## config.mk

```make
export PLATFORM = sky130hd
export DESIGN_NAME = hks_queue
export DESIGN_NICKNAME = d
export VERILOG_FILES = /design/src/rtl/hks_queue.sv
export SDC_FILE = /design/constraint.sdc
export NUM_CORES = 1
export LEC_CHECK = 0
export BUFFER_PORTS_ARGS = -buffer_cell sky130_fd_sc_hd__buf_2
export CAP_MARGIN = 0
export CORE_ASPECT_RATIO = 1.75
export CORE_MARGIN = 10
export CORE_UTILIZATION = 52
export CTS_CLUSTER_DIAMETER = 200
export DETAILED_ROUTE_END_ITERATION = 8
export PLACE_DENSITY_LB_ADDON = 0.25
export SLEW_MARGIN = 10
export SYNTH_ARGS = -nofsm -noshare
export SYNTH_HDL_FRONTEND = slang
export SYNTH_SLANG_ARGS = --single-unit
export TNS_END_PERCENT = 30
```

## constraint.sdc

```tcl
create_clock -name clk -period 4.7 [get_ports clk]
set_clock_uncertainty 0.15 [all_clocks]
set_input_delay 0.235 -clock clk [delete_from_list [all_inputs] [get_ports clk]]
set_output_delay 0.235 -clock clk [all_outputs]
set_load 0.03 [all_outputs]
```

## src/rtl/hks_queue.sv

```systemverilog
`default_nettype none
module hks_queue #(
    parameter int BW = 10
) (
    input  wire logic          clk,
    input  wire logic          rst_n,
    input  wire logic          wr_valid,
    output logic               wr_ready,
    input  wire logic          wr_action,
    input  wire logic [63:0]   wr_key,
    input  wire logic [BW-1:0] wr_bucket,
    output logic               rd_valid,
    input  wire logic          rd_ready,
    output logic               rd_action,
    output logic [63:0]        rd_key,
    output logic [BW-1:0]      rd_bucket
);
    logic [1:0]           cnt_reg;
    logic                 wp_reg, rp_reg;
    logic [64+BW:0]       mem_reg [2];
    logic                 do_wr, do_rd;

    assign wr_ready = (cnt_reg != 2'd2);
    assign rd_valid = (cnt_reg != 2'd0);
    assign do_wr = wr_valid && wr_ready;
    assign do_rd = rd_valid && rd_ready;
    assign {rd_action, rd_key, rd_bucket} = mem_reg[rp_reg];

    always_ff @(posedge clk or negedge rst_n)
    begin
        if (!rst_n) begin
            cnt_reg <= '0;
            wp_reg  <= 1'b0;
            rp_reg  <= 1'b0;
        end else begin
            if (do_wr) wp_reg <= ~wp_reg;
            if (do_rd) rp_reg <= ~rp_reg;
            cnt_reg <= cnt_reg + {1'b0, do_wr} - {1'b0, do_rd};
        end
    end

    always_ff @(posedge clk)
    begin
        if (do_wr)
            mem_reg[wp_reg] <= {wr_action, wr_key, wr_bucket};
    end

`ifndef NO_ASSERTIONS
    a_no_overflow: assert property (@(posedge clk) disable iff (!rst_n)
        cnt_reg != 2'd3) else $error("queue count out of range");
    a_empty_no_rd: assert property (@(posedge clk) disable iff (!rst_n)
        cnt_reg == 2'd0 |-> !do_rd) else $error("read from empty queue");
    a_full_no_wr: assert property (@(posedge clk) disable iff (!rst_n)
        cnt_reg == 2'd2 |-> !do_wr) else $error("write to full queue");
`endif
endmodule
`default_nettype wire

```

=== Word level (Yosys, flattened, before mapping) ===
Memory sizes are Yosys's and may differ from the RTL's.
Cells that the tools add are included.

* Register bits after elaboration: 4
* RAM bits: 150
* Bits of input ports: 79
* Output and inout bits: 77
* Logic and storage cells: 14
* Memories: 1

* Add/subtract/negate cells: 2
* Equal/unequal tests: 1
* Mux-type cells: 2
* Bitwise operators: 2
* Reductions and logical operators: 3

{| class="wikitable"
|+ Memories
! name !! words !! width !! read ports !! clocked after Yosys merged registers in !! wr ports !! line !! source
|-
| mem_reg || 2 || 75 || 1 || 0 || 1 || 20 || <nowiki>logic [64+BW:0] mem_reg [2];</nowiki>
|}

{| class="wikitable"
|+ Operators with widths
! cell !! count
|-
| 2-bit by 1-bit adder with 2-bit output || 1
|-
| 1-bit logical AND || 2
|-
| 1-bit two-way mux || 2
|-
| 2-bit inequality test, second input constant || 1
|-
| 1-bit NOT || 2
|-
| 2-bit nonzero test || 1
|-
| 2-bit by 1-bit subtractor with 2-bit output || 1
|}

=== Depth between registers and ports, before layout ===
Gate-level depths: netlist (run 1).

* Depth in word-level cells: 4
* Depth in mapped cells: 7
* Depth with buffers taken out: 7

=== Least setup slack after synthesis (run 1) ===
OpenSTA, ideal clock, no wires.

* Kind: register to register
* Start point: register cnt_reg[1]
* End point: memory mem_reg[0][0] in the netlist's numbering, enable pin
* Arrival: 3.976 ns
* Slack: 0.065 ns
* Cell stages (with the launch flop): 4
* Buffers on the path: 0
* Clock period less this slack: 4.635 ns
* Path through: dfrtp_1 > nand2b_1 > nand2_1 > nor2_1

* Cells in the longest elaborated chain, start to end: 4

{| class="wikitable"
|+ Ends and longest elaborated chain
! what !! line !! source
|-
| start: declaration || 18 || <nowiki>logic [1:0] cnt_reg;</nowiki>
|-
| start signal: assignment || 38 || <nowiki>cnt_reg <= cnt_reg + {1'b0, do_wr} - {1'b0, do_rd};</nowiki>
|-
| 2-bit inequality test || 23 || <nowiki>assign wr_ready = (cnt_reg != 2'd2);</nowiki>
|-
| via wr_ready || 8 || <nowiki>output logic wr_ready,</nowiki>
|-
| 1-bit logical AND || 25 || <nowiki>assign do_wr = wr_valid && wr_ready;</nowiki>
|-
| 1-bit two-way mux || 44 || <nowiki>if (do_wr)</nowiki>
|-
| 1-bit two-way mux (not written as such) || 45 || <nowiki>mem_reg[wp_reg] <= {wr_action, wr_key, wr_bucket};</nowiki>
|-
| end: declaration || 20 ||
|}

The timed path passes the listed nets, and every way through them passes these cells.

=== Final worst setup path (run 1) ===
* Start point: register rp_reg
* End point: output port rd_bucket[9]

* Cells in the longest elaborated chain, start to end: 1

{| class="wikitable"
|+ Ends and longest elaborated chain
! what !! line !! source
|-
| start: declaration || 19 || <nowiki>logic wp_reg, rp_reg;</nowiki>
|-
| start signal: assignment || 37 || <nowiki>if (do_rd) rp_reg <= ~rp_reg;</nowiki>
|-
| memory 2 x 75 bit || -- ||
|-
| end: declaration || 16 || <nowiki>output logic [BW-1:0] rd_bucket</nowiki>
|}

Every way passes these cells.

==> results.py, run 1 <==
metrics = {
    "placement": {
        "numPortBuffers": 155,
        "dp_cells": 530,
        "place_congestion": 0.685,
        "placed_cell_area_um2": 6670,
        "dpl.hpwl_mm": 7.69,
    },
    "logic_synthesis": {
        "synth-edff-count": 150,
        "synth_top_family_by_area": "multiplexers",
        "synth-xor-area-share": 0.00608,
        "syn_area_um2": 5760,
        "synthArstFlopShare": 0.0260,
        "ys.warnings.count": 0,
        "synthSimpleGateAreaFrac": 0.00564,
        "synth_fa_ha_area_frac": 0.00434,
        "synth-seq-area-share": 0.799,
        "synthMuxAreaShare": 0.173,
        "synth-seq-cells": 154,
        "syn_avg_cell_area_um2": 23.1,
        "ys.flop_type": "edfxtp_1",
        "yosysUniqueCellTypes": 17,
        "synth_common_cells": "edfxtp_1 (150), mux2_4 (40), mux2_2 (35)",
        "synth_compound_area_frac": 0,
        "synthCells": 250,
        "synth_top_cell_by_area": "edfxtp_1",
        "synth.net_count": 331,
        "synth_area_leaders": "edfxtp_1 (78%), mux2_4 (10%), mux2_2 (6.8%), dfrtp_1 (1.7%), buf_6 (0.78%)",
        "synth_most_common_cell": "edfxtp_1",
        "synth_top_area_share": 0.782,
    },
    "timing": {
        "relSlewSlack": 0.306,
        "worst_slew_pin_slew_ns": 1.04,
        "period_needed_ns": 2.87,
        "fin_crit_sh": 0.611,
        "fmaxAchievable_mhz": 348,
        "whs_ns": 0.0368,
        "slew_viol_final": 0,
        "finalHoldViolCount": 0,
        "grt_setup_unrepaired": "false",
        "setup-tns-final_ns": 0,
        "finalSetupViolations": 0,
    },
    "clocking": {
        "cts.path.max_buffers": 2,
        "cts_tree": "built",
        "clock_sinks": 154,
        "cts_buffers": 17,
        "clock_latency_ns": 0.40,
        "cts_max_level": 4,
        "clk_pin_slew_worst_paths_ns": 0.06,
        "cts_root_buffer": "clkbuf_16",
    },
    "finish": {
        "drive_above_1_share": 0.516,
        "fin_cells": 639,
        "stdcell_area_um2": 8020,
        "fin_nets": 576,
        "area_growth_pct": 39.2,
        "largest_reg_flops": 150,
        "fillers": 648,
    },
    "global_route": {
        "first_global_vias": 3583,
        "grt_max_degree": 76,
        "grt_overflow": 0,
        "track_usage": 0.155,
        "antenna_found_initial": 1,
        "grt_pass1_wl_mm": 19.0,
    },
    "floorplanning": {
        "die_h_um": 159,
        "fp.dieW_um": 99.6,
        "placementRows": 50,
        "design.die.area_um2": 15900,
        "coreArea_um2": 10800,
        "start_util": 0.536,
        "ios": 156,
    },
    "route": {
        "drcViolationCount": 0,
        "ant_nets": 0,
        "vias": 3176,
        "wl_per_cell_um": 19.6,
        "finalWirelength_mm": 12.5,
        "drt_iter0_drc": 159,
        "dr.pass1.iters": 4,
        "vias_per_cell": 4.97,
    },
    "critical_path": {
        "cp.arrival_ns": 2.49,
        "startpoint_type": "flop",
        "cp-end-kind": "primary output",
        "cp_max_fo": 51,
        "path_class": "flop to primary output",
        "cp_slowest_stage_delay_ns": 0.95,
        "crit_chain": "buf_4, mux2_2, buf_2",
        "cp_slowest_cell": "dfrtp_4",
        "cp.required_ns": 4.32,
    },
    "hold_path": {
        "hp-class": "input pin to asynchronous set/reset pin",
    },
    "run": {
        "cap_violations": 0,
    },
    "power_and_ir_drop": {
        "power_mw": 5.23,
        "ir_drop_uv": 565,
        "p_per_area_nw_per_um2": 652,
        "p_leak_nw": 3.17,
    },
    "status": {
        "status": "completed",
    },
}
==> through the flow <==
step	utilization	worst slack (ns)
after floorplan	-	0.0647
after global placement	0.620	2.26
after detailed placement	0.620	2.22
after CTS	0.745	1.78
after global routing	0.745	1.70
final	0.745	1.83
==> kinds of logic after synthesis <==
family,count (synthesis)
multiplexers,75
XOR/XNOR,4
flip-flops,154
AND/OR/NAND/NOR,6
adder cells (fa/ha/maj),2
buffers and inverters,9
==> final cells by class <==
class,instances,area [um2],area share
sequential,154,4610,0.575
timing repair buffer,234,1560,0.194
multi-input combinational,87,1100,0.137
clock buffer,20,437,0.0544
tap,130,163,0.0203
clock inverter,12,148,0.0184
inverter,1,3.75,0.000468
antenna,1,2.50,0.000312
==> where the power goes <==
part | internal, mW | leakage (nW) | switching [mW]
combinational | 0.713 | 1.45 | 1.11
sequential | 1.89 | 1.44 | 0.185
clock | 0.833 | 0.278 | 0.505
==> critical path: cells and delay by family, from the launching register on <==
family | cells | cell delay [ns]
buffers and inverters | 2 | 0.71
flip-flops | 1 | 0.95
multiplexers | 1 | 0.40
==> what timing repair did <==
action,in CTS,in global routing
buffers inserted,0,0
hold buffers,76,0
resized for setup,0,0
endpoints found under the hold margin,154,0
==> final timing paths <==
check                      slack (ns)        from  depth (start not counted)              to
min in group clk                 0.06    rd_ready                          3          rp_reg
setup reg to reg                 2.71  cnt_reg[1]                          2  mem_reg[1][13]
hold / removal                   0.04       rst_n                          2      cnt_reg[1]
hold reg to reg                  0.38  cnt_reg[0]                          1      cnt_reg[0]
max in group asynchronous        4.22       rst_n                          2          rp_reg
setup / recovery                 1.83      rp_reg                          3    rd_bucket[9]
==> metal layers <==
layer,GRT usage,vias to the layer above,share of wire
met5,0,-,0
met4,0.0661,0,0.018
met3,0.0556,16,0.062
met2,0.289,108,0.59
met1,0.145,1572,0.33
li1,-,1480,-
==> layout by cell type, fill, tap and decap left out <==
| cell type | synthesis | routed |
|---|---|---|
| ha_1 | 2 | 2 |
| nor2_4 | 0 | 1 |
| dfrtp_4 | 0 | 1 |
| inv_1 | 1 | 1 |
| dlygate4sd3_1 | 0 | 76 |
| or2_1 | 1 | 1 |
| mux2_2 | 35 | 35 |
| inv_6 | 0 | 2 |
| clkinv_1 | 0 | 3 |
| diode_2 | 0 | 1 |
| clkbuf_16 | 0 | 17 |
| bufinv_16 | 0 | 3 |
| edfxtp_1 | 150 | 150 |
| clkinvlp_4 | 0 | 2 |
| mux2_4 | 40 | 40 |
| dfrtp_1 | 4 | 3 |
| buf_2 | 3 | 155 |
| and3_4 | 0 | 1 |
| xnor2_1 | 3 | 3 |
| nand2_1 | 1 | 1 |
| xor2_1 | 1 | 1 |
| and2_1 | 1 | 1 |
| clkinv_2 | 0 | 1 |
| nand2b_1 | 1 | 1 |
| clkinv_4 | 0 | 1 |
| clkbuf_1 | 0 | 3 |
| buf_4 | 1 | 3 |
Power figures use the tool's default switching activity.
==> run 2: changes to the inputs <==
==> constraint.sdc (replaced) <==
create_clock -name clk -period 2.9 [get_ports clk]
set_clock_uncertainty 0.15 [all_clocks]
set_input_delay 0.145 -clock clk [delete_from_list [all_inputs] [get_ports clk]]
set_output_delay 0.145 -clock clk [all_outputs]
set_load 0.03 [all_outputs]
==> results.py, run 2 (synthesis results as in run 1) <==
metrics = {
    "clocking": {
        "clock_sinks": 154,
        "cts_tree": "built",
        "cts.repair.resized": 0,
        "clk_pin_slew_worst_paths_ns": 0.06,
        "clock_latency_ns": 0.40,
        "cts_root_buffer": "clkbuf_16",
        "cts_buffers": 17,
        "cts.path.max_buffers": 2,
        "cts_max_level": 4,
        "post-cts-setup-buffers": 0,
    },
    "placement": {
        "numPortBuffers": 155,
        "dpl.hpwl_mm": 8.23,
        "dp_slack_ns": 0.898,
        "place_congestion": 0.741,
        "placed_cell_area_um2": 6720,
    },
    "critical_path": {
        "rr_startpoint": "cnt_reg[1]",
        "cp_max_fo": 30,
        "cp-end-kind": "primary output",
        "cp.required_ns": 2.61,
        "crit_chain": "buf_4, mux2_2, buf_2",
        "cp_slowest_cell": "dfrtp_4",
        "endpoint": "rd_bucket[0]",
        "startpoint_type": "flop",
        "cp.arrival_ns": 2.14,
        "reg2reg_setup_slack_ns": 0.95,
        "path_class": "flop to primary output",
        "reg2reg_depth": 4,
        "cp-startpoint": "rp_reg",
        "reg2reg_to": "mem_reg[0][7]",
        "cp_slowest_stage_delay_ns": 0.76,
    },
    "floorplanning": {
        "ios": 156,
        "start_util": 0.536,
        "fp.dieW_um": 99.6,
        "placementRows": 50,
        "design.die.area_um2": 15900,
        "die_h_um": 159,
        "coreArea_um2": 10800,
    },
    "finish": {
        "largest_reg_flops": 150,
        "area_growth_pct": 40.3,
        "fin_nets": 583,
        "final_cell_mix": "buf_2 (155), edfxtp_1 (150), dlygate4sd3_1 (79), mux2_4 (40), mux2_2 (35)",
        "stdcell_area_um2": 8090,
        "layout_commonest_cell": "buf_2",
        "drive_above_1_share": 0.526,
        "fin_util": 0.751,
    },
    "run": {
        "cap_violations": 0,
    },
    "global_route": {
        "grt_max_degree": 53,
        "track_usage": 0.160,
        "first_global_vias": 3669,
        "grt_overflow": 0,
        "grt_pass1_wl_mm": 19.5,
        "antenna_found_initial": 3,
    },
    "timing": {
        "slew_viol_final": 0,
        "fmaxAchievable_mhz": 411,
        "worst_slack_ns": 0.467,
        "whs_ns": 0.314,
        "worst_slew_pin_slew_ns": 0.701,
        "finalSetupViolations": 0,
        "finalHoldViolCount": 0,
        "fin_crit_sh": 0.839,
        "grt_setup_unrepaired": "false",
        "relSlewSlack": 0.533,
        "period_needed_ns": 2.43,
    },
    "hold_path": {
        "hold_depth": 2,
        "hp-class": "input pin to flop",
    },
    "route": {
        "finalWirelength_mm": 12.7,
        "vias": 3226,
        "dr.pass1.iters": 5,
        "wl_per_cell_um": 19.5,
        "ant_nets": 0,
        "drcViolationCount": 0,
        "vias_per_cell": 4.98,
        "drt_iter0_drc": 184,
    },
    "power_and_ir_drop": {
        "p_leak_nw": 3.21,
        "p_per_area_nw_per_um2": 1050,
        "ir_drop_uv": 654,
    },
    "status": {
        "status": "completed",
    },
}
==> run 2: cell count changes in the layout (fill, tap and decap cells not counted) <==
cell	delta
clkinv_4	-1
dlygate4sd3_1	+3
clkinvlp_4	+1
clkinv_1	-2
clkinv_2	+4
inv_6	+2
diode_2	+2
buf_12	+1
buf_4	+3
clkbuf_1	-3
bufinv_16	-1
==> run 2: worst min-delay path by stage <==
stage,start,to,slack [ns]
floorplan,rst_n,cnt_reg[0],-0.30
global placement,rst_n,wp_reg,-0.19
detailed placement,rst_n,cnt_reg[0],-0.19
CTS,wr_key[11],mem_reg[0][21],0.28
global route,wr_key[2],mem_reg[1][12],0.30
finish,wr_bucket[8],mem_reg[1][8],0.31
==> run 2: final cells by class <==
type                            count  area (um2)
Antenna cell                        3        7.51
Clock buffer                       17         425
Clock inverter                     15         146
Fill cell                         651        2680
Inverter                            1        3.75
Multi-Input combinational cell     87        1100
Sequential cell                   154        4610
Tap cell                          130         163
Timing Repair Buffer              241        1630
==> run 2: per-stage QoR <==
step                      total power, mW  TNS, ns  cells
after global routing                 8.82        0    648
after global placement               6.28        0    534
after CTS                            8.54        0    645
after detailed placement             6.35        0    534
final                                8.47        0    648
after floorplan                      5.54   -16.74    250
==> run 2: repair_timing <==
action,CTS,global route
hold endpoints to repair,156,0
setup endpoints to repair,0,0
hold buffers,79,0
==> run 2: layer usage <==
layer	vias to the layer above	GRT usage	wire, um
met5	-	0	0
met4	0	0.0609	180
met3	13	0.0707	919
met2	129	0.288	7250
met1	1583	0.153	4300
li1	1501	-	-
==> run 2: where the power goes <==
part / total, mW / switching (mW) / internal (mW)
registers: 3.29 / 0.237 / 3.05
logic: 3.07 / 1.88 / 1.19
clock network: 2.11 / 0.843 / 1.26
==> run 2: critical path: cells and delay by family (launching register included) <==
kind	cells	cell delay, ns
buffers and inverters	2	0.58
DFF	1	0.76
muxes	1	0.38
