File: src/rtl/hks_pkg.sv
`default_nettype none
package hks_pkg;
    localparam logic [31:0] MUR_C1  = 32'hcc9e2d51;
    localparam logic [31:0] MUR_C2  = 32'h1b873593;
    localparam logic [31:0] MUR_ADD = 32'he6546b64;
    localparam logic [31:0] MUR_F1  = 32'h85ebca6b;
    localparam logic [31:0] MUR_F2  = 32'hc2b2ae35;
    localparam logic [31:0] KEY_BYTES = 32'd8;

    localparam logic [0:0] ACT_INSERT = 1'b0;
    localparam logic [0:0] ACT_QUERY  = 1'b1;

    localparam logic [0:0] REG_SEED    = 1'b0;
    localparam logic [0:0] REG_BUCKETS = 1'b1;

    typedef enum logic [2:0] {
        HS_IDLE,
        HS_MIX,
        HS_FIN,
        HS_MOD,
        HS_PUSH
    } hash_state_t;

    typedef enum logic [2:0] {
        BK_IDLE,
        BK_CLEAR,
        BK_READ,
        BK_SCAN,
        BK_WRITE,
        BK_OUT
    } back_state_t;

    function automatic logic [31:0] rotl32(input logic [31:0] x, input int r);
        rotl32 = (x << r) | (x >> (32 - r));
    endfunction
endpackage
`default_nettype wire

File: src/rtl/hks_front.sv
`default_nettype none
// Hash unit: one multiply per cycle, then a restoring modulo, one bit per cycle.
module hks_front #(
    parameter int BW = 10
) (
    input  wire logic          clk,
    input  wire logic          rst_n,
    input  wire logic          in_valid,
    output logic               in_ready,
    input  wire logic          in_action,
    input  wire logic [63:0]   in_key,
    input  wire logic [31:0]   seed,
    input  wire logic [BW:0]   nbuckets,
    output logic               q_valid,
    input  wire logic          q_ready,
    output logic               q_action,
    output logic [63:0]        q_key,
    output logic [BW-1:0]      q_bucket
);
    import hks_pkg::*;

    hash_state_t state_reg, state_next;
    logic [3:0]  step_reg;
    logic [31:0] h_reg;
    logic [31:0] k_reg;
    logic [31:0] mul_a, mul_b, mul_p;
    logic [63:0] key_reg;
    logic        action_reg;
    logic [32:0] rem_reg;
    logic [5:0]  bit_reg;
    logic [BW:0] div_reg;
    logic [32:0] rem_sh;

    assign mul_p = mul_a * mul_b;
    assign rem_sh = {rem_reg[31:0], h_reg[bit_reg[4:0]]};

    // Steps of the mix: 0..3 first block, 4..7 second block; finalization 0..2.
    always_comb
    begin
        mul_a = k_reg;
        mul_b = MUR_C1;
        case (step_reg[1:0])
            2'd1: mul_b = MUR_C2;
            2'd2: mul_b = 32'd5;
            default: mul_b = MUR_C1;
        endcase
        if (state_reg == HS_FIN) begin
            mul_a = k_reg;
            mul_b = (step_reg[0] == 1'b0) ? MUR_F1 : MUR_F2;
        end
        if (state_reg == HS_MIX && step_reg[1:0] == 2'd2)
            mul_a = h_reg;
    end

    always_comb
    begin
        state_next = state_reg;
        unique case (state_reg)
            HS_IDLE: if (in_valid) state_next = HS_MIX;
            HS_MIX:  if (step_reg == 4'd7) state_next = HS_FIN;
            HS_FIN:  if (step_reg == 4'd2) state_next = HS_MOD;
            HS_MOD:  if (bit_reg == 6'd0) state_next = HS_PUSH;
            HS_PUSH: if (q_ready) state_next = HS_IDLE;
            default: state_next = HS_IDLE;
        endcase
    end

    always_comb
    begin
        in_ready = (state_reg == HS_IDLE);
        q_valid  = (state_reg == HS_PUSH);
    end

    assign q_action = action_reg;
    assign q_key    = key_reg;
    assign q_bucket = rem_reg[BW-1:0];

    always_ff @(posedge clk or negedge rst_n)
    begin
        if (!rst_n) begin
            state_reg <= HS_IDLE;
            step_reg  <= '0;
        end else begin
            state_reg <= state_next;
            if (state_reg != state_next)
                step_reg <= '0;
            else
                step_reg <= step_reg + 4'd1;
        end
    end

    always_ff @(posedge clk)
    begin
        unique case (state_reg)
            HS_IDLE:
            begin
                key_reg    <= in_key;
                action_reg <= in_action;
                h_reg      <= seed;
                k_reg      <= in_key[31:0];
                div_reg    <= (nbuckets == '0) ? {{BW{1'b0}}, 1'b1} : nbuckets;
            end
            HS_MIX:
            begin
                case (step_reg[1:0])
                    2'd0: k_reg <= rotl32(mul_p, 15);
                    2'd1: h_reg <= rotl32(h_reg ^ mul_p, 13);
                    2'd2: h_reg <= mul_p + MUR_ADD;
                    default: k_reg <= key_reg[63:32];
                endcase
                if (step_reg == 4'd7) begin
                    h_reg <= h_reg ^ KEY_BYTES ^ ((h_reg ^ KEY_BYTES) >> 16);
                    k_reg <= h_reg ^ KEY_BYTES ^ ((h_reg ^ KEY_BYTES) >> 16);
                end
            end
            HS_FIN:
            begin
                case (step_reg[1:0])
                    2'd0: k_reg <= mul_p ^ (mul_p >> 13);
                    2'd1:
                    begin
                        h_reg <= mul_p ^ (mul_p >> 16);
                        k_reg <= mul_p ^ (mul_p >> 16);
                    end
                    default: ;
                endcase
                rem_reg <= '0;
                bit_reg <= 6'd31;
            end
            HS_MOD:
            begin
                if (rem_sh >= {{(32-BW){1'b0}}, div_reg})
                    rem_reg <= rem_sh - {{(32-BW){1'b0}}, div_reg};
                else
                    rem_reg <= rem_sh;
                bit_reg <= bit_reg - 6'd1;
            end
            default: ;
        endcase
    end
endmodule
`default_nettype wire

File: config.mk
export PLATFORM = sky130hd
export DESIGN_NAME = hks_front
export DESIGN_NICKNAME = d
export VERILOG_FILES = /design/src/rtl/hks_pkg.sv /design/src/rtl/hks_front.sv
export SDC_FILE = /design/constraint.sdc
export NUM_CORES = 2
export LEC_CHECK = 0
export BUFFER_PORTS_ARGS = -buffer_cell sky130_fd_sc_hd__buf_2
export CAP_MARGIN = 20
export CELL_PAD_IN_SITES_DETAIL_PLACEMENT = 2
export CELL_PAD_IN_SITES_GLOBAL_PLACEMENT = 2
export CORE_UTILIZATION = 44
export DETAILED_ROUTE_END_ITERATION = 16
export MAX_ROUTING_LAYER = met4
export PLACE_DENSITY_LB_ADDON = 0.1
export SYNTH_ARGS = -nofsm -noshare
export SYNTH_HDL_FRONTEND = slang
export SYNTH_SLANG_ARGS = --single-unit
File: constraint.sdc
create_clock -name clk -period 22.1 [get_ports clk]
set_input_delay 2.21 -clock clk [delete_from_list [all_inputs] [get_ports clk]]
set_output_delay 2.21 -clock clk [all_outputs]
set_load 0.05 [all_outputs]
Yosys cells after proc, flatten, opt, wreduce, memory -nomap -nowiden
Cells that the tools add are included.
{"block": "classes", "add_sub_neg": 4, "multipliers": 1, "n_mux": 24, "n_lt_le_gt_ge": 2, "reduce_logical": 10, "n_eq_ne": 13, "bitwise": 7}
{"op": "32-bit case mux with 2 select lines", "count": 5}
{"op": "32-bit 2-to-1 mux", "count": 6}
{"op": "32-bit case mux with 3 select lines", "count": 2}
{"op": "32-bit by 16-bit bitwise XOR with 32-bit output", "count": 2}
{"op": "33-bit by 11-bit greater-or-equal comparator with 1-bit output", "count": 1}
{"op": "32-bit adder, second input constant", "count": 1}
{"op": "32-bit by 32-bit multiplier with 32-bit output", "count": 1}
{"op": "32-bit by 13-bit OR with 32-bit output", "count": 1}
{"op": "32-bit by 15-bit OR with 32-bit output", "count": 1}
{"op": "32-bit by 11-bit subtractor with 32-bit output", "count": 1}
{"op": "32-bit by 19-bit bitwise XOR with 32-bit output", "count": 1}
{"op": "32-bit bitwise XOR", "count": 1}
{"op": "31-bit 2-to-1 mux", "count": 1}
{"op": "3-bit 2-to-1 mux", "count": 5}
{"op": "3-bit case mux with 5 select lines", "count": 1}
{"op": "6-bit case mux with 2 select lines", "count": 1}
{"op": "11-bit logical NOT", "count": 1}
{"op": "3-bit by 2-bit == test with 1-bit output, second input constant", "count": 2}
{"op": "6-bit logical NOT", "count": 1}
{"op": "5-bit by 6-bit < comparator with 1-bit output, second input constant", "count": 1}
{"op": "3-bit AND reduction", "count": 2}
{"op": "6-bit by 1-bit subtractor with 6-bit output, second input constant", "count": 1}
{"op": "1-bit binary-select mux with 5-bit select", "count": 1}
{"op": "4-bit by 1-bit adder with 4-bit output, second input constant", "count": 1}
{"op": "20 further kinds", "count": 20}
{"block": "totals", "regBits": 185, "input_bits": 112, "elab_cells": 70}

Longest topological paths before layout
{"block": "depth", "word_depth": 9, "depth_mapped": 46, "mapped_depth_nobuf": 37}

Worst setup path after synthesis
OpenSTA, ideal clock, no wires.
{"block": "synth_path", "path_kind": "register to register", "from": "register state_reg[1]", "to": "register k_reg[14] (data pin)", "required_time_ns": 21.839, "synth_period_minus_slack_ns": 10.393, "slack_ns": 11.707, "arrival_time_ns": 10.133, "setup_time_ns": 0.261, "path_stages_with_launch": 31, "cell_sequence": "dfrtp_1 clkbuf_1 nor2b_1 nand3b_1 nor2_1 fa_1 fa_1 inv_1 fa_1 fa_1 inv_1 fa_1 inv_1 fa_1 inv_1 fa_1 fa_1 ha_1 clkbuf_1 a211oi_1 nor2_1 o31a_1 or3_1 o221ai_1 nor2_1 a211oi_1 o21ai_0 xnor2_4 mux2i_1 a21oi_1 a221o_1"}
{"block": "synth_between", "elab_chain_len": 8}
{"item": "start: declaration", "line_no": "hks_front.sv:22", "rtl": "hash_state_t state_reg, state_next;"}
{"item": "start signal: assignment", "line_no": "hks_front.sv:84", "rtl": "state_reg <= state_next;"}
{"item": "3-bit by 1-bit == test with 1-bit output", "line_no": "hks_front.sv:51, hks_front.sv:94"}
{"item": "1-bit logical AND", "line_no": "hks_front.sv:51", "rtl": "if (state_reg == HS_MIX && step_reg[1:0] == 2'd2)"}
{"item": "32-bit 2-to-1 mux", "line_no": "hks_front.sv:51"}
{"item": "32-bit by 32-bit multiplier with 32-bit output", "line_no": "hks_front.sv:34", "rtl": "assign mul_p = mul_a * mul_b;"}
{"item": "32-bit by 15-bit OR with 32-bit output", "line_no": "hks_pkg.sv:34", "rtl": "rotl32 = (x << r) | (x >> (32 - r));"}
{"item": "32-bit case mux with 2 select lines", "line_no": "hks_front.sv:105", "rtl": "case (step_reg[1:0])"}
{"item": "32-bit 2-to-1 mux", "line_no": "hks_front.sv:111", "rtl": "if (step_reg == 4'd7) begin"}
{"item": "32-bit case mux with 3 select lines *", "line_no": "hks_front.sv:94", "rtl": "unique case (state_reg)"}
{"item": "end signal: assignment", "line_no": "hks_front.sv:106", "rtl": "2'd0: k_reg <= rotl32(mul_p, 15);"}
{"item": "end signal: assignment", "line_no": "hks_front.sv:109", "rtl": "default: k_reg <= key_reg[63:32];"}
{"item": "end signal: assignment", "line_no": "hks_front.sv:113", "rtl": "k_reg <= h_reg ^ KEY_BYTES ^ ((h_reg ^ KEY_BYTES) >> 16);"}
{"item": "end: declaration", "line_no": "hks_front.sv:25", "rtl": "logic [31:0] k_reg;"}
Mark *: on every way between the ends. The rest lies on a longest branch, timed or not.
A chain may end at the register's enable or synchronous reset.

Worst setup path in the final report
{"block": "layout_path", "from": "register step_reg[0]", "to": "register h_reg[30] (data pin)"}
{"block": "layout_between", "elab_chain_len": 9}
{"item": "start: declaration", "line_no": "hks_front.sv:23", "rtl": "logic [3:0] step_reg;"}
{"item": "start signal: assignment", "line_no": "hks_front.sv:88", "rtl": "step_reg <= step_reg + 4'd1;"}
{"item": "branches (longest 8 deep; another with 32-bit by 32-bit multiplier with 32-bit output)"}
{"item": "32-bit case mux with 3 select lines *", "line_no": "hks_front.sv:94"}
{"item": "end signal: assignment", "line_no": "hks_front.sv:107", "rtl": "2'd1: h_reg <= rotl32(h_reg ^ mul_p, 13);"}
{"item": "end signal: assignment", "line_no": "hks_front.sv:108", "rtl": "2'd2: h_reg <= mul_p + MUR_ADD;"}
{"item": "end signal: assignment", "line_no": "hks_front.sv:112", "rtl": "h_reg <= h_reg ^ KEY_BYTES ^ ((h_reg ^ KEY_BYTES) >> 16);"}
{"item": "end: declaration", "line_no": "hks_front.sv:24", "rtl": "logic [31:0] h_reg;"}
Every way passes the cells marked *. The select of a mux whose other input is x is not followed.

==> results.rst <==
.. list-table::
   :header-rows: 1

   * - Metric
     - Value
   * - Total overflow reported by the global router
     - 0
   * - Detail Route met3 WL
     - 8301 um
   * - Start-to-end type of the worst setup path
     - reg2reg
   * - Avg Cell Area, Syn
     - between 9 and 10 sq um
   * - Per-cell via count in the routed design
     - 6.076
   * - Count of warnings emitted by yosys
     - 0
   * - Total setup violations reported at the end of the flow
     - 0
   * - Post-Route WL
     - between 100000 and 150000 um
   * - Total Die Area
     - about 61000 sq um
   * - Number of antenna-violating nets in the routed design
     - 0
   * - Post-route setup TNS
     - 0 ns
   * - Placeable core region
     - approximately 59000 sq um
   * - Worst-skew pair later-pin latency
     - ~0.50 ns
   * - Hold Violations, Final
     - 0
   * - Commonest non-fill, non-tap cell in the layout
     - sky130_fd_sc_hd__inv_1
   * - Number of non-filler instances in the completed layout
     - roughly 3600
   * - Maximum number of pins on one net before global-route repair
     - slightly below 70
   * - Clock tree root buffer cell
     - sky130_fd_sc_hd__clkbuf_16
   * - Critical-path maximum fanout
     - 44
   * - Count of input and output buffers
     - 188
   * - Synth Cell Area
     - between 20000 and 30000 sq um
   * - Crit path largest cell delay
     - 0.91 ns
   * - Minimum setup slack among reg-to-reg paths
     - about 9.5 ns
   * - # resized after CTS
     - 0
   * - Cells after synthesis
     - roughly 2700
   * - Count of flip-flops with a built-in enable after synthesis
     - 178
   * - Overall die height
     - approximately 250 um
   * - Fraction of layout cells with a size suffix above 1
     - 12.91%
   * - Top flip-flop cell by instance count after synthesis
     - sky130_fd_sc_hd__edfxtp_1
   * - Max reg flops
     - 64
   * - Site Rows
     - slightly below 90
   * - Initial Utilization
     - approximately 45%
   * - Max Clock Freq
     - approximately 79 MHz
   * - H-tree levels
     - 4
   * - Commonest non-fill, non-tap cells in the layout
     - 521 x sky130_fd_sc_hd__inv_1, 390 x sky130_fd_sc_hd__fa_1, 214 x sky130_fd_sc_hd__nor2_1, 212 x sky130_fd_sc_hd__nand2_1, 188 x sky130_fd_sc_hd__buf_2
   * - Max-slew violation count
     - 0
   * - Initial detailed-routing violation count
     - slightly above 2000
   * - Placed cell count
     - 3575
   * - Unique masters post-synth
     - 97
   * - Post-layout min period
     - roughly 13 ns
   * - Area growth syn-to-layout
     - 9.270%
   * - All-Layer GR Usage
     - between 40 and 50%
   * - Met2 wire length
     - roughly 57000 um
   * - Total number of vias
     - between 20000 and 25000
   * - Summed area of non-filler cells in the final layout
     - 28660 sq um
   * - Unrepaired setup endpoints after global routing
     - false
   * - Area after detailed placement
     - around 28000 sq um
   * - Sum of routed wire segments on met1
     - between 40000 and 50000 um
   * - Routability congestion estimate
     - 1.023
   * - Result of the run
     - completed
   * - Fin nets
     - 3483
   * - Maximum clock skew at final layout
     - ~0.023 ns
   * - Slowest stage cell on the critical path
     - sky130_fd_sc_hd__xor2_1
   * - Dpl hpwl
     - just under 100000 um
   * - Ports
     - around 190
   * - Worst-margin pin slew
     - between 1 and 1.5 ns
   * - Clock buffer depth
     - 2
   * - Die X
     - between 200 and 250 um
   * - Post-Syn Nets
     - ~3400
   * - Drt first pass iters
     - 7
   * - Data arrival time of the critical path
     - around 13 ns
   * - Required time of the critical path
     - around 22 ns
   * - Count of filler cells inserted in the layout
     - approximately 6300
   * - Vias in the first global route
     - about 24000
   * - Synthesis-stage register bit count
     - roughly 190
   * - Count of maximum capacitance violations
     - 0
   * - First-pass GRT wire length
     - ~170000 um
   * - Post-CTS repair timing setup buffer count
     - 0
   * - Proportion of register bits with asynchronous set or reset after synthesis
     - 3.784%
   * - Final cycle utilization of the critical path
     - 56.97%
   * - Number of antenna violations at the first check in global routing
     - 5
   * - Relative slew margins
     - a little under a fifth
   * - Detailed-route wire length per cell
     - around 33 um
   * - Clock slew at the register clock pins of the worst setup and hold paths
     - approximately 0.09 ns
   * - Number of CTS-inserted buffers
     - 17
   * - TritonCTS sink count
     - roughly 190
   * - Crit end category
     - flip-flop
   * - TritonCTS clock tree
     - built
   * - Number of buffers added to fix hold violations after cts
     - 0
   * - Proportion of synthesized chip area in sequential cells
     - 21.05%
   * - Hold Path Class
     - reg2reg
   * - Post-detailed-route DRC marker count
     - 0
   * - Worst path most repeated cell
     - sky130_fd_sc_hd__fa_1
   * - Top Metal Used
     - met4
   * - Setup crit start kind
     - flip-flop
worst paths after layout:
kind / cells past startpoint / end / start
worst max-delay path: 33 / h_reg[30] / step_reg[0]
worst min-delay path: 2 / step_reg[3] / step_reg[3]
worst max register to register: 33 / h_reg[30] / step_reg[0]
worst min register to register: 2 / step_reg[3] / step_reg[3]
max in group asynchronous: 1 / step_reg[1] / rst_n
min in group asynchronous: 1 / state_reg[2] / rst_n
cells in the mapped netlist, drive strengths merged, types with 4 or more instances:
cell type | number | area [sq um]
or2 | 12 | 75.07
nor2b | 7 | 43.79
nand3 | 19 | 95.09
edfxtp | 178 | 5345
a31oi | 8 | 50.05
mux2i | 54 | 589.3
a21boi | 8 | 60.06
and2 | 12 | 75.08
a22oi | 14 | 105.1
xnor2 | 117 | 1059
a211o | 5 | 43.79
a211oi | 28 | 220.2
nor2 | 223 | 868.3
mux4 | 10 | 225.2
o221ai | 8 | 88.83
mux2 | 19 | 225.2
clkbuf | 95 | 356.6
buf | 35 | 214.0
a21oi | 119 | 595.6
dfrtp | 7 | 175.2
o41ai | 4 | 35.03
nor3 | 32 | 175.2
or3 | 23 | 143.9
nand2b | 15 | 93.84
nor3b | 9 | 78.83
or4 | 9 | 71.32
nor4 | 10 | 62.56
o211ai | 11 | 87.58
ha | 159 | 1989
a21o | 17 | 128.9
a221o | 24 | 240.2
a222oi | 4 | 40.04
o21a | 10 | 75.07
xor2 | 85 | 752.0
and3 | 17 | 106.4
o311ai | 6 | 60.06
o21ai | 105 | 529.3
inv | 524 | 1967
nand2 | 212 | 795.8
fa | 390 | 7807
a2111oi | 4 | 35.03
routing by layer:
metal | GRT usage [%] | vias up
met5 | - | -
met4 | 16.46 | 0
met3 | 5.763 | 234
met2 | 65.14 | 1053
met1 | 54.07 | 11688
li1 | - | 8965
per-stage QoR:
stage	setup slack, ns	util, %	hold slack (ns)
after floorplan	11.71	-	0.5348
after global placement	9.812	47.52	0.5763
after detailed placement	9.612	47.54	0.6018
after CTS	9.557	48.59	0.6222
after global routing	9.066	48.65	0.6546
final	9.510	48.65	0.6355
final cells by class:
class | instances | area (sq um) | share of cell area [%]
timing repair buffer | 240 | 1359 | 4.742
clock buffer | 17 | 425.4 | 1.485
antenna | 3 | 7.507 | 0.02620
clock inverter | 15 | 188.9 | 0.6593
multi-input combinational | 1853 | 18210 | 63.56
inverter | 525 | 1976 | 6.894
sequential | 185 | 5520 | 19.26
tap | 773 | 967.2 | 3.375
cells by family (layout without fill, tap and decap cells):
| logic type | count (synthesis) | count (layout) | share of synthesized area [%] |
|---|---|---|---|
| AOI/OAI and AO/OA | 402 | 402 | 10.11 |
| muxes | 83 | 83 | 3.965 |
| other | 0 | 3 | 0 |
| adders and majority gates | 549 | 549 | 37.36 |
| xor gates and xnor gates | 204 | 204 | 7.080 |
| and+or+nand+nor | 615 | 615 | 10.73 |
| buffers and inverters | 655 | 797 | 9.709 |
| DFF | 185 | 185 | 21.05 |
worst max-delay path: cells and delay by family, from the launching register on:
family / cells / cell delay (ns)
XOR/XNOR: 1 / 0.91
adder cells (fa/ha/maj): 10 / 5.34
AO/OA/AOI/OAI: 7 / 1.42
buffers and inverters: 8 / 1.69
AND/OR/NAND/NOR: 5 / 1.68
multiplexers: 2 / 0.65
flip-flops: 1 / 0.71
Power is not shown: default switching activity piles up to over one toggle a cycle in this logic, so the estimate is an artifact.
